### config.mk
export PLATFORM = sky130hd
export DESIGN_NAME = touch_calibration_dwell_capture_unit_flat
export DESIGN_NICKNAME = d
export VERILOG_FILES = /design/src/rtl/core/tcdc_pkg.sv /design/src/rtl/core/tcdc_in_if.sv /design/src/rtl/core/tcdc_out_if.sv /design/src/rtl/core/tcdc_cfg_if.sv /design/src/rtl/core/touch_calibration_dwell_capture_unit.sv /design/src/rtl/core/tcdc_step.sv /design/src/flat_wrapper.sv
export SDC_FILE = /design/constraint.sdc
export NUM_CORES = 1
export LEC_CHECK = 0
export BUFFER_PORTS_ARGS = -buffer_cell sky130_fd_sc_hd__buf_4
export CORE_MARGIN = 2
export CORE_UTILIZATION = 50
export CTS_CLUSTER_DIAMETER = 150
export DETAILED_ROUTE_END_ITERATION = 12
export PLACE_DENSITY = 0.83
export SLEW_MARGIN = 20
export SYNTH_ARGS = -nofsm -noshare
export SYNTH_HDL_FRONTEND = slang
export SYNTH_SLANG_ARGS = --single-unit
### constraint.sdc
create_clock -name clk -period 4.7 [get_ports clk]
set_clock_uncertainty 0.2 [all_clocks]
set_input_delay 0.235 -clock clk [delete_from_list [all_inputs] [get_ports clk]]
set_output_delay 0.235 -clock clk [all_outputs]
set_load 0.01 [all_outputs]
### src/rtl/core/tcdc_pkg.sv
package tcdc_pkg;

	localparam int COORD_BITS = 16;
	localparam int ID_BITS    = 16;
	localparam int GRID_BITS  = 5;
	localparam int DWELL_BITS = 16;
	localparam int INDEX_BITS = 8;
	localparam int COUNT_BITS = 8;
	localparam int CFG_ADDR_BITS = 2;
	localparam int CFG_DATA_BITS = 16;

	localparam logic [CFG_ADDR_BITS-1:0] REG_GRID_COLUMNS = 2'd0;
	localparam logic [CFG_ADDR_BITS-1:0] REG_GRID_ROWS    = 2'd1;
	localparam logic [CFG_ADDR_BITS-1:0] REG_DWELL_FRAMES = 2'd2;

	localparam logic CMD_FRAME   = 1'b0;
	localparam logic CMD_RESTART = 1'b1;

	localparam logic [GRID_BITS-1:0]  GRID_MIN       = 5'd2;
	localparam logic [GRID_BITS-1:0]  GRID_MAX       = 5'd16;
	localparam logic [GRID_BITS-1:0]  GRID_RESET     = 5'd3;
	localparam logic [DWELL_BITS-1:0] DWELL_RESET    = 16'd50;
	localparam logic [DWELL_BITS-1:0] DWELL_SAT      = '1;

	typedef struct packed {
		logic [GRID_BITS-1:0]  grid_columns;
		logic [GRID_BITS-1:0]  grid_rows;
		logic [DWELL_BITS-1:0] dwell_frames;
	} tcdc_cfg_t;

	typedef struct packed {
		logic                  cmd;
		logic [COUNT_BITS-1:0] blob_count;
		logic [ID_BITS-1:0]    touch_id;
		logic [COORD_BITS-1:0] touch_x;
		logic [COORD_BITS-1:0] touch_y;
	} tcdc_item_t;

	typedef struct packed {
		logic                  captured;
		logic [INDEX_BITS-1:0] point_index;
		logic [COORD_BITS-1:0] point_x;
		logic [COORD_BITS-1:0] point_y;
		logic                  complete;
		logic                  capturing;
	} tcdc_result_t;

	typedef struct packed {
		logic                  capture_active;
		logic                  calibration_done;
		logic [INDEX_BITS-1:0] active_index;
		logic [ID_BITS-1:0]    previous_id;
		logic                  previous_id_valid;
		logic [ID_BITS-1:0]    finished_id;
		logic                  finished_id_valid;
		logic [DWELL_BITS-1:0] dwell_count;
		logic [COORD_BITS-1:0] average_x;
		logic [COORD_BITS-1:0] average_y;
	} tcdc_state_t;

	function automatic logic [GRID_BITS-1:0] clamp_grid(input logic [GRID_BITS-1:0] v);
		if (v < GRID_MIN) begin
			return GRID_MIN;
		end else if (v > GRID_MAX) begin
			return GRID_MAX;
		end
		return v;
	endfunction

	function automatic logic [COORD_BITS-1:0] halve_sum(input logic [COORD_BITS-1:0] a,
			input logic [COORD_BITS-1:0] b);
		logic [COORD_BITS:0] sum;
		sum = {1'b0, a} + {1'b0, b};
		return sum[COORD_BITS:1];
	endfunction

endpackage

### src/rtl/core/tcdc_in_if.sv
interface tcdc_in_if import tcdc_pkg::*; ();
	logic                  valid;
	logic                  ready;
	logic                  cmd;
	logic [COUNT_BITS-1:0] blob_count;
	logic [ID_BITS-1:0]    touch_id;
	logic [COORD_BITS-1:0] touch_x;
	logic [COORD_BITS-1:0] touch_y;

	modport source(output valid, cmd, blob_count, touch_id, touch_x, touch_y, input ready);
	modport sink(input valid, cmd, blob_count, touch_id, touch_x, touch_y, output ready);
endinterface

### src/rtl/core/tcdc_out_if.sv
interface tcdc_out_if import tcdc_pkg::*; ();
	logic                  valid;
	logic                  ready;
	logic                  captured;
	logic [INDEX_BITS-1:0] point_index;
	logic [COORD_BITS-1:0] point_x;
	logic [COORD_BITS-1:0] point_y;
	logic                  complete;
	logic                  capturing;

	modport source(output valid, captured, point_index, point_x, point_y, complete, capturing,
		input ready);
	modport sink(input valid, captured, point_index, point_x, point_y, complete, capturing,
		output ready);
endinterface

### src/rtl/core/tcdc_cfg_if.sv
interface tcdc_cfg_if import tcdc_pkg::*; ();
	logic                     valid;
	logic                     ready;
	logic [CFG_ADDR_BITS-1:0] index;
	logic [CFG_DATA_BITS-1:0] data;

	modport source(output valid, index, data, input ready);
	modport sink(input valid, index, data, output ready);
endinterface

### src/rtl/core/touch_calibration_dwell_capture_unit.sv
// Accepted frames pass through the input register, then the result register, to the result
// channel. Throughput: one frame per cycle unless result.ready stalls the result register;
// the single update stage between them reads and writes capture state in the same cycle.
// Reset (arst_n low, asynchronous): capture idle, not complete, grid index 0, no tracked
// or finished id, dwell count and averages 0, registers 3 x 3 grid with dwell 50.
module touch_calibration_dwell_capture_unit import tcdc_pkg::*; (
	input logic         clk,
	input logic         arst_n,
	tcdc_in_if.sink     frame,
	tcdc_out_if.source  result,
	tcdc_cfg_if.sink    cfg
);

	tcdc_cfg_t    cfg_q;
	tcdc_state_t  st_q;
	tcdc_state_t  st_next;
	tcdc_item_t   item_s1;
	logic         valid_s1;
	tcdc_result_t res_next;
	tcdc_result_t res_s2;
	logic         valid_s2;
	logic         advance;

	assign cfg.ready = 1'b1;

	always_ff @(posedge clk or negedge arst_n) begin
		if (!arst_n) begin
			cfg_q.grid_columns <= GRID_RESET;
			cfg_q.grid_rows    <= GRID_RESET;
			cfg_q.dwell_frames <= DWELL_RESET;
		end else if (cfg.valid) begin
			unique case (cfg.index)
				REG_GRID_COLUMNS: cfg_q.grid_columns <= cfg.data[GRID_BITS-1:0];
				REG_GRID_ROWS:    cfg_q.grid_rows    <= cfg.data[GRID_BITS-1:0];
				REG_DWELL_FRAMES: cfg_q.dwell_frames <= cfg.data[DWELL_BITS-1:0];
				default: ;
			endcase
		end
	end

	// stage 1 moves into the result register when that register is free or being drained
	assign advance     = valid_s1 && (!valid_s2 || result.ready);
	assign frame.ready = !valid_s1 || advance;

	always_ff @(posedge clk or negedge arst_n) begin
		if (!arst_n) begin
			valid_s1 <= 1'b0;
		end else if (frame.ready) begin
			valid_s1 <= frame.valid;
		end
	end

	always_ff @(posedge clk) begin
		if (frame.valid && frame.ready) begin
			item_s1.cmd        <= frame.cmd;
			item_s1.blob_count <= frame.blob_count;
			item_s1.touch_id   <= frame.touch_id;
			item_s1.touch_x    <= frame.touch_x;
			item_s1.touch_y    <= frame.touch_y;
		end
	end

	tcdc_step u_step (
		.cfg     (cfg_q),
		.st      (st_q),
		.item    (item_s1),
		.st_next (st_next),
		.res     (res_next)
	);

	always_ff @(posedge clk or negedge arst_n) begin
		if (!arst_n) begin
			st_q     <= '0;
			valid_s2 <= 1'b0;
		end else begin
			if (advance) begin
				st_q <= st_next;
			end
			if (advance) begin
				valid_s2 <= 1'b1;
			end else if (result.ready) begin
				valid_s2 <= 1'b0;
			end
		end
	end

	always_ff @(posedge clk) begin
		if (advance) begin
			res_s2 <= res_next;
		end
	end

	assign result.valid       = valid_s2;
	assign result.captured    = res_s2.captured;
	assign result.point_index = res_s2.point_index;
	assign result.point_x     = res_s2.point_x;
	assign result.point_y     = res_s2.point_y;
	assign result.complete    = res_s2.complete;
	assign result.capturing   = res_s2.capturing;

	// capture only ends on the final grid point, which marks calibration done
	assert property (@(posedge clk) disable iff (!arst_n)
		$fell(st_q.capture_active) |-> st_q.calibration_done)
		else $error("capture ended without completing calibration");

	// dwell count moves only on frames taken while capturing
	assert property (@(posedge clk) disable iff (!arst_n)
		(st_q.dwell_count != $past(st_q.dwell_count)) |-> $past(st_q.capture_active))
		else $error("dwell count changed outside capture");

	// first finished id comes with a captured result loaded at the same edge
	assert property (@(posedge clk) disable iff (!arst_n)
		$rose(st_q.finished_id_valid) |-> (valid_s2 && res_s2.captured))
		else $error("finished id set without a captured point");

endmodule

### src/rtl/core/tcdc_step.sv
module tcdc_step import tcdc_pkg::*; (
	input  tcdc_cfg_t    cfg,
	input  tcdc_state_t  st,
	input  tcdc_item_t   item,
	output tcdc_state_t  st_next,
	output tcdc_result_t res
);

	logic [DWELL_BITS-1:0]   need;
	logic [2*GRID_BITS-1:0]  grid_size;
	logic [INDEX_BITS-1:0]   final_point;
	logic                    repeat_id;
	logic                    ignore;
	logic [DWELL_BITS-1:0]   cnt;

	always_comb begin
		need        = (cfg.dwell_frames == '0) ? DWELL_BITS'(1) : cfg.dwell_frames;
		grid_size   = {{GRID_BITS{1'b0}}, clamp_grid(cfg.grid_columns)}
			* {{GRID_BITS{1'b0}}, clamp_grid(cfg.grid_rows)};
		final_point = INDEX_BITS'(grid_size - 1'b1);
		repeat_id   = st.previous_id_valid && (item.touch_id == st.previous_id);
		ignore      = repeat_id && st.finished_id_valid && (st.finished_id == item.touch_id);
		cnt         = st.dwell_count;
		st_next     = st;
		res         = '0;

		if (item.cmd == CMD_RESTART) begin
			st_next.capture_active    = 1'b1;
			st_next.active_index      = '0;
			st_next.previous_id_valid = 1'b0;
		end else if (st.capture_active && item.blob_count == COUNT_BITS'(1)) begin
			if (repeat_id && !ignore) begin
				if (st.dwell_count == '0) begin
					st_next.average_x = item.touch_x;
					st_next.average_y = item.touch_y;
				end else begin
					st_next.average_x = halve_sum(st.average_x, item.touch_x);
					st_next.average_y = halve_sum(st.average_y, item.touch_y);
				end
				if (cnt != DWELL_SAT) begin
					cnt = cnt + 1'b1;
				end
			end else if (!repeat_id) begin
				cnt = '0;
			end
			if (!ignore) begin
				st_next.previous_id       = item.touch_id;
				st_next.previous_id_valid = 1'b1;
				st_next.dwell_count       = cnt;
				if (cnt >= need) begin
					st_next.finished_id       = item.touch_id;
					st_next.finished_id_valid = 1'b1;
					st_next.dwell_count       = '0;
					res.captured    = 1'b1;
					res.point_index = st.active_index;
					res.point_x     = st_next.average_x;
					res.point_y     = st_next.average_y;
					// last grid point (or past it) closes the run
					if (st.active_index >= final_point) begin
						st_next.active_index     = '0;
						st_next.capture_active   = 1'b0;
						st_next.calibration_done = 1'b1;
					end else begin
						st_next.active_index = st.active_index + 1'b1;
					end
				end
			end
		end

		res.complete  = st_next.calibration_done;
		res.capturing = st_next.capture_active;
	end

endmodule

### src/flat_wrapper.sv
// flat-port wrapper written by rule: the top's interface ports become plain ports
module touch_calibration_dwell_capture_unit_flat import tcdc_pkg::*;
  (clk, arst_n, frame_valid, frame_cmd, frame_blob_count, frame_touch_id, frame_touch_x, frame_touch_y, frame_ready, result_valid, result_captured, result_point_index, result_point_x, result_point_y, result_complete, result_capturing, result_ready, cfg_valid, cfg_index, cfg_data, cfg_ready);
  tcdc_in_if frame_i ();
  tcdc_out_if result_i ();
  tcdc_cfg_if cfg_i ();
  input logic clk;
  input logic arst_n;
  input wire logic [$bits(frame_i.valid)-1:0] frame_valid;
  input wire logic [$bits(frame_i.cmd)-1:0] frame_cmd;
  input wire logic [$bits(frame_i.blob_count)-1:0] frame_blob_count;
  input wire logic [$bits(frame_i.touch_id)-1:0] frame_touch_id;
  input wire logic [$bits(frame_i.touch_x)-1:0] frame_touch_x;
  input wire logic [$bits(frame_i.touch_y)-1:0] frame_touch_y;
  output wire logic [$bits(frame_i.ready)-1:0] frame_ready;
  output wire logic [$bits(result_i.valid)-1:0] result_valid;
  output wire logic [$bits(result_i.captured)-1:0] result_captured;
  output wire logic [$bits(result_i.point_index)-1:0] result_point_index;
  output wire logic [$bits(result_i.point_x)-1:0] result_point_x;
  output wire logic [$bits(result_i.point_y)-1:0] result_point_y;
  output wire logic [$bits(result_i.complete)-1:0] result_complete;
  output wire logic [$bits(result_i.capturing)-1:0] result_capturing;
  input wire logic [$bits(result_i.ready)-1:0] result_ready;
  input wire logic [$bits(cfg_i.valid)-1:0] cfg_valid;
  input wire logic [$bits(cfg_i.index)-1:0] cfg_index;
  input wire logic [$bits(cfg_i.data)-1:0] cfg_data;
  output wire logic [$bits(cfg_i.ready)-1:0] cfg_ready;
  assign frame_i.valid = frame_valid;
  assign frame_i.cmd = frame_cmd;
  assign frame_i.blob_count = frame_blob_count;
  assign frame_i.touch_id = frame_touch_id;
  assign frame_i.touch_x = frame_touch_x;
  assign frame_i.touch_y = frame_touch_y;
  assign frame_ready = frame_i.ready;
  assign result_valid = result_i.valid;
  assign result_captured = result_i.captured;
  assign result_point_index = result_i.point_index;
  assign result_point_x = result_i.point_x;
  assign result_point_y = result_i.point_y;
  assign result_complete = result_i.complete;
  assign result_capturing = result_i.capturing;
  assign result_i.ready = result_ready;
  assign cfg_i.valid = cfg_valid;
  assign cfg_i.index = cfg_index;
  assign cfg_i.data = cfg_data;
  assign cfg_ready = cfg_i.ready;
  touch_calibration_dwell_capture_unit u_core (.clk(clk), .arst_n(arst_n), .frame(frame_i), .result(result_i), .cfg(cfg_i));
endmodule
==> out/results.txt <==
Status: complete, but fails checks
Failing checks: setup timing
Post-synth top area share: 0.2402
Die height: 162.1 um
CTS Buf Count: 25
Register area share after synthesis: 0.4810
Critical path's slowest cell: or4b_2
Die area: 26290 um^2
Largest stage delay, worst path: 0.69 ns
Predominant post-synthesis flop cell: dfrtp_1
Yosys cell types: 73
ANT cells: 0
Pwr dens: 330.1 nW/um^2
DRT iter0 DRCs: 798
Endpoints failing hold: 0
WS Path Type: register to register
WL final: 33890 um
Cell count after synthesis: 1172
GRT Residual Overflow: 0
Fin crit period: 4.853 ns
CP endpoint kind: register
Post-Syn Area: 12500 um^2
Share of cells above drive strength 1: 0.3069
GR Util met1: 0.3191
Antenna-violating nets left: 0
Synth Area in Compound Gates: 0.1208
Worst Hold Margin: 0.07132 ns
Maximum level of the CTS H-tree: 1
Skew-Pair Late Insertion Delay: 0.54 ns
Worst EP arrival: 5.10 ns
DR vias/cell: 5.766
DRT Pass-1 Iters: 5
Worst R2R Path Depth: 18
Global route hottest layer: met2
All-Layer GR Usage: 0.2457
Core area: 24460 um^2
Vias in the first global route: 10397
Critical Path RT: 4.95 ns
RSZ-0062 raised after global routing: yes
XOR/XNOR Fraction of Synth Area: 0.04833
WL/cell: 18.72 um
Port Buf Inserts: 124
GRT met2 Usage: 0.4195
Clock transition at path regs: 0.06 ns
Period utilisation layout: 1.033
Initial antenna violation count: 0
Area Overhead vs Synth: 34.09%
Worst slew pin tran: 1.134 ns
Most frequent cells in the layout: buf_4, dfrtp_1, edfxtp_1
Largest net degree at the start of global routing: 60
Final setup viols: 31
FP Rows: 57
CTS tree: yes
Commonest non-fill, non-tap cell in the layout: buf_4
Largest family of logic cells by synthesized area: simple AND/OR/NAND/NOR gates
Global-route wire length before repair: 52010 um
Nets@finish: 1630
Crit start category: register
Max_cap viols: 0
Clk buf depth: 3
Fraction of synthesized area in multiplexers: 0.07115
R2R Setup Slk: -0.15 ns
Max VDD drop: 0.3031 mV
CP max FO: 17
Die X: 162.1 um
Min-Delay Path Class: input port to register
Syn nets: 1335
Root Driver: clkbuf_16
Post-synth EDFFs: 100
Max Fclk: 206.0 MHz
GRT met3 Usage: 0.03473
WHS Path Cells: 3
FF-to-FF End: u_core.st_q[84]$_DFFE_PN0P_
Rel. slew slack: 0.2418
Hold path start: cfg_valid
Post-DP HPWL: 21190 um
Synth top area cells: edfxtp_1, dfrtp_1, ha_1, mux2_2, nor2_1
Synth Area per Inst: 10.67 um^2
Post-synth ARST share: 0.5455
Simple-gate share of the synthesized area: 0.1491
GPL Wtd Cong: 0.9141
Most common cell on crit path: nand4_1
Post-synth top area cell: edfxtp_1
Hold Crit Endpoint: u_core.cfg_q[18]$_DFFE_PN0P_
Max Slew Vio Count: 0
Reg2Reg Launch Point: u_core.item_s1[34]$_DFFE_PP_
Overall power: 0.005534 W
#FFs+latches synth: 220
Critical path, cell by cell: buf_4 > xor2_1 > or4b_2 > nor4_2 > nand4_1 > nand3_1 > mux2i_1 > buf_4 > nor2_1 > ha_1 > nand4_1 > nor2_2 > nand4_1 > o21a_1 > or4_4 > buf_12 > o31ai_2 > o2bb2ai_1
Final setup margin: -0.1533 ns
Ports: 126
Adder-cell share of the synthesized area: 0.09146
Clock sinks: 220
LEAKAGE: 7.258 nW
Synthesis Warnings: 0
Routed vias: 10437
Drt drc: 0
Initial Utilization: 0.5111
[stage by stage]
step / setup slack (ns) / cells / TNS [ns] / util / area (um^2)
after floorplan: 0.005238 / 1172 / 0 / - / 12530
after global placement: -0.1074 / 1651 / -1.445 / 0.5806 / 14200
after detailed placement: -0.2081 / 1651 / -4.173 / 0.5806 / 14200
after CTS: -0.01610 / 1786 / -0.01993 / 0.6556 / 16040
after global routing: -0.3405 / 1810 / -12.04 / 0.6854 / 16770
final: -0.1533 / 1810 / -0.9988 / 0.6854 / 16770
[layout make-up]
type                            instances  area [um^2]
Tap cell                              324        405.4
Fill cell                            1635         7696
Multi-Input combinational cell        846         6604
Sequential cell                       220         6018
Clock inverter                         10        156.4
Timing Repair Buffer                  305         2601
Clock buffer                           36        716.9
Inverter                               69        264.0
[state kept, by name, summed over array words and instances, names as in the netlist, 8 cells and up]
name / flops
u_core.cfg_q: 26
u_core.st_q: 92
u_core.item_s1: 57
u_core.result.point_index: 8
u_core.result.point_x: 16
u_core.result.point_y: 16
[where the power goes]
part           internal [W]  switching [W]  total (W)
clock network       0.00124       0.000827    0.00206
logic              0.000632       0.000615    0.00125
registers           0.00214      0.0000843    0.00222
[kinds of logic after synthesis]
kind of cell | after synthesis
muxes | 78
DFF | 220
and+or+nand+nor | 371
AOI/OAI and AO/OA | 241
other | 1
buffers and inverters | 109
adders and majority gates | 83
xor gates and xnor gates | 69
[critical path, delay by kind of cell, from the launching register on]
kind | cells | cell delay, ns
simple gates | 9 | 2.35
compound gates | 3 | 0.64
buf+inv | 3 | 0.51
flops | 1 | 0.42
fa+ha+maj | 1 | 0.29
mux | 1 | 0.20
xor+xnor | 1 | 0.16
[how the worst max path moves through the flow]
stage                            startpoint                           endpoint  slack (ns)  cells past startpoint
2_1_floorplan  u_core.cfg_q[19]$_DFFE_PN0P_  u_core.result.capturing$_DFFE_PP_       0.005                     18
3_3_place_gp   u_core.cfg_q[24]$_DFFE_PN0P_  u_core.result.capturing$_DFFE_PP_       -0.11                     18
3_5_place_dp   u_core.cfg_q[24]$_DFFE_PN0P_  u_core.result.capturing$_DFFE_PP_       -0.21                     18
4_1_cts        u_core.cfg_q[18]$_DFFE_PN0P_        u_core.st_q[84]$_DFFE_PN0P_       -0.02                     17
5_1_grt        u_core.item_s1[44]$_DFFE_PP_        u_core.st_q[84]$_DFFE_PN0P_       -0.34                     20
6_report       u_core.item_s1[34]$_DFFE_PP_        u_core.st_q[84]$_DFFE_PN0P_       -0.15                     18
[cell usage after synthesis, drive strengths merged (4+ instances only)]
master	number
clkbuf	16
nor2	119
nand4	14
o211ai	7
buf	24
xor2	30
nand2	83
a211oi	24
nand3	27
nor3	13
mux2	63
o21ai	64
or2	10
or3	10
o31ai	15
dfstp	7
and2	14
nand3b	6
edfxtp	100
a21o	18
or4	4
a21oi	68
inv	69
and3	7
fa	14
xnor2	39
dfrtp	113
nand2b	19
o41ai	4
a31oi	10
nor4	20
mux2i	15
ha	69
nor2b	11
o21a	4
[routing by layer]
| metal | wire length [um] | up-vias |
|---|---|---|
| li1 | - | 4807 |
| met1 | 13860 | 5087 |
| met2 | 16830 | 436 |
| met3 | 2038 | 107 |
| met4 | 1154 | 0 |
| met5 | 0 | - |
[repair_timing]
| action | CTS | global route |
|---|---|---|
| resized for setup | 24 | 127 |
| endpoints found under the setup margin | 65 | 86 |
| hold buffers | 82 | 0 |
| endpoints found under the hold margin | 135 | 0 |
| setup buffers | 6 | 23 |
| gates cloned | 1 | 2 |
| pin swaps | 11 | 45 |
Power figures use the tool's default switching activity.
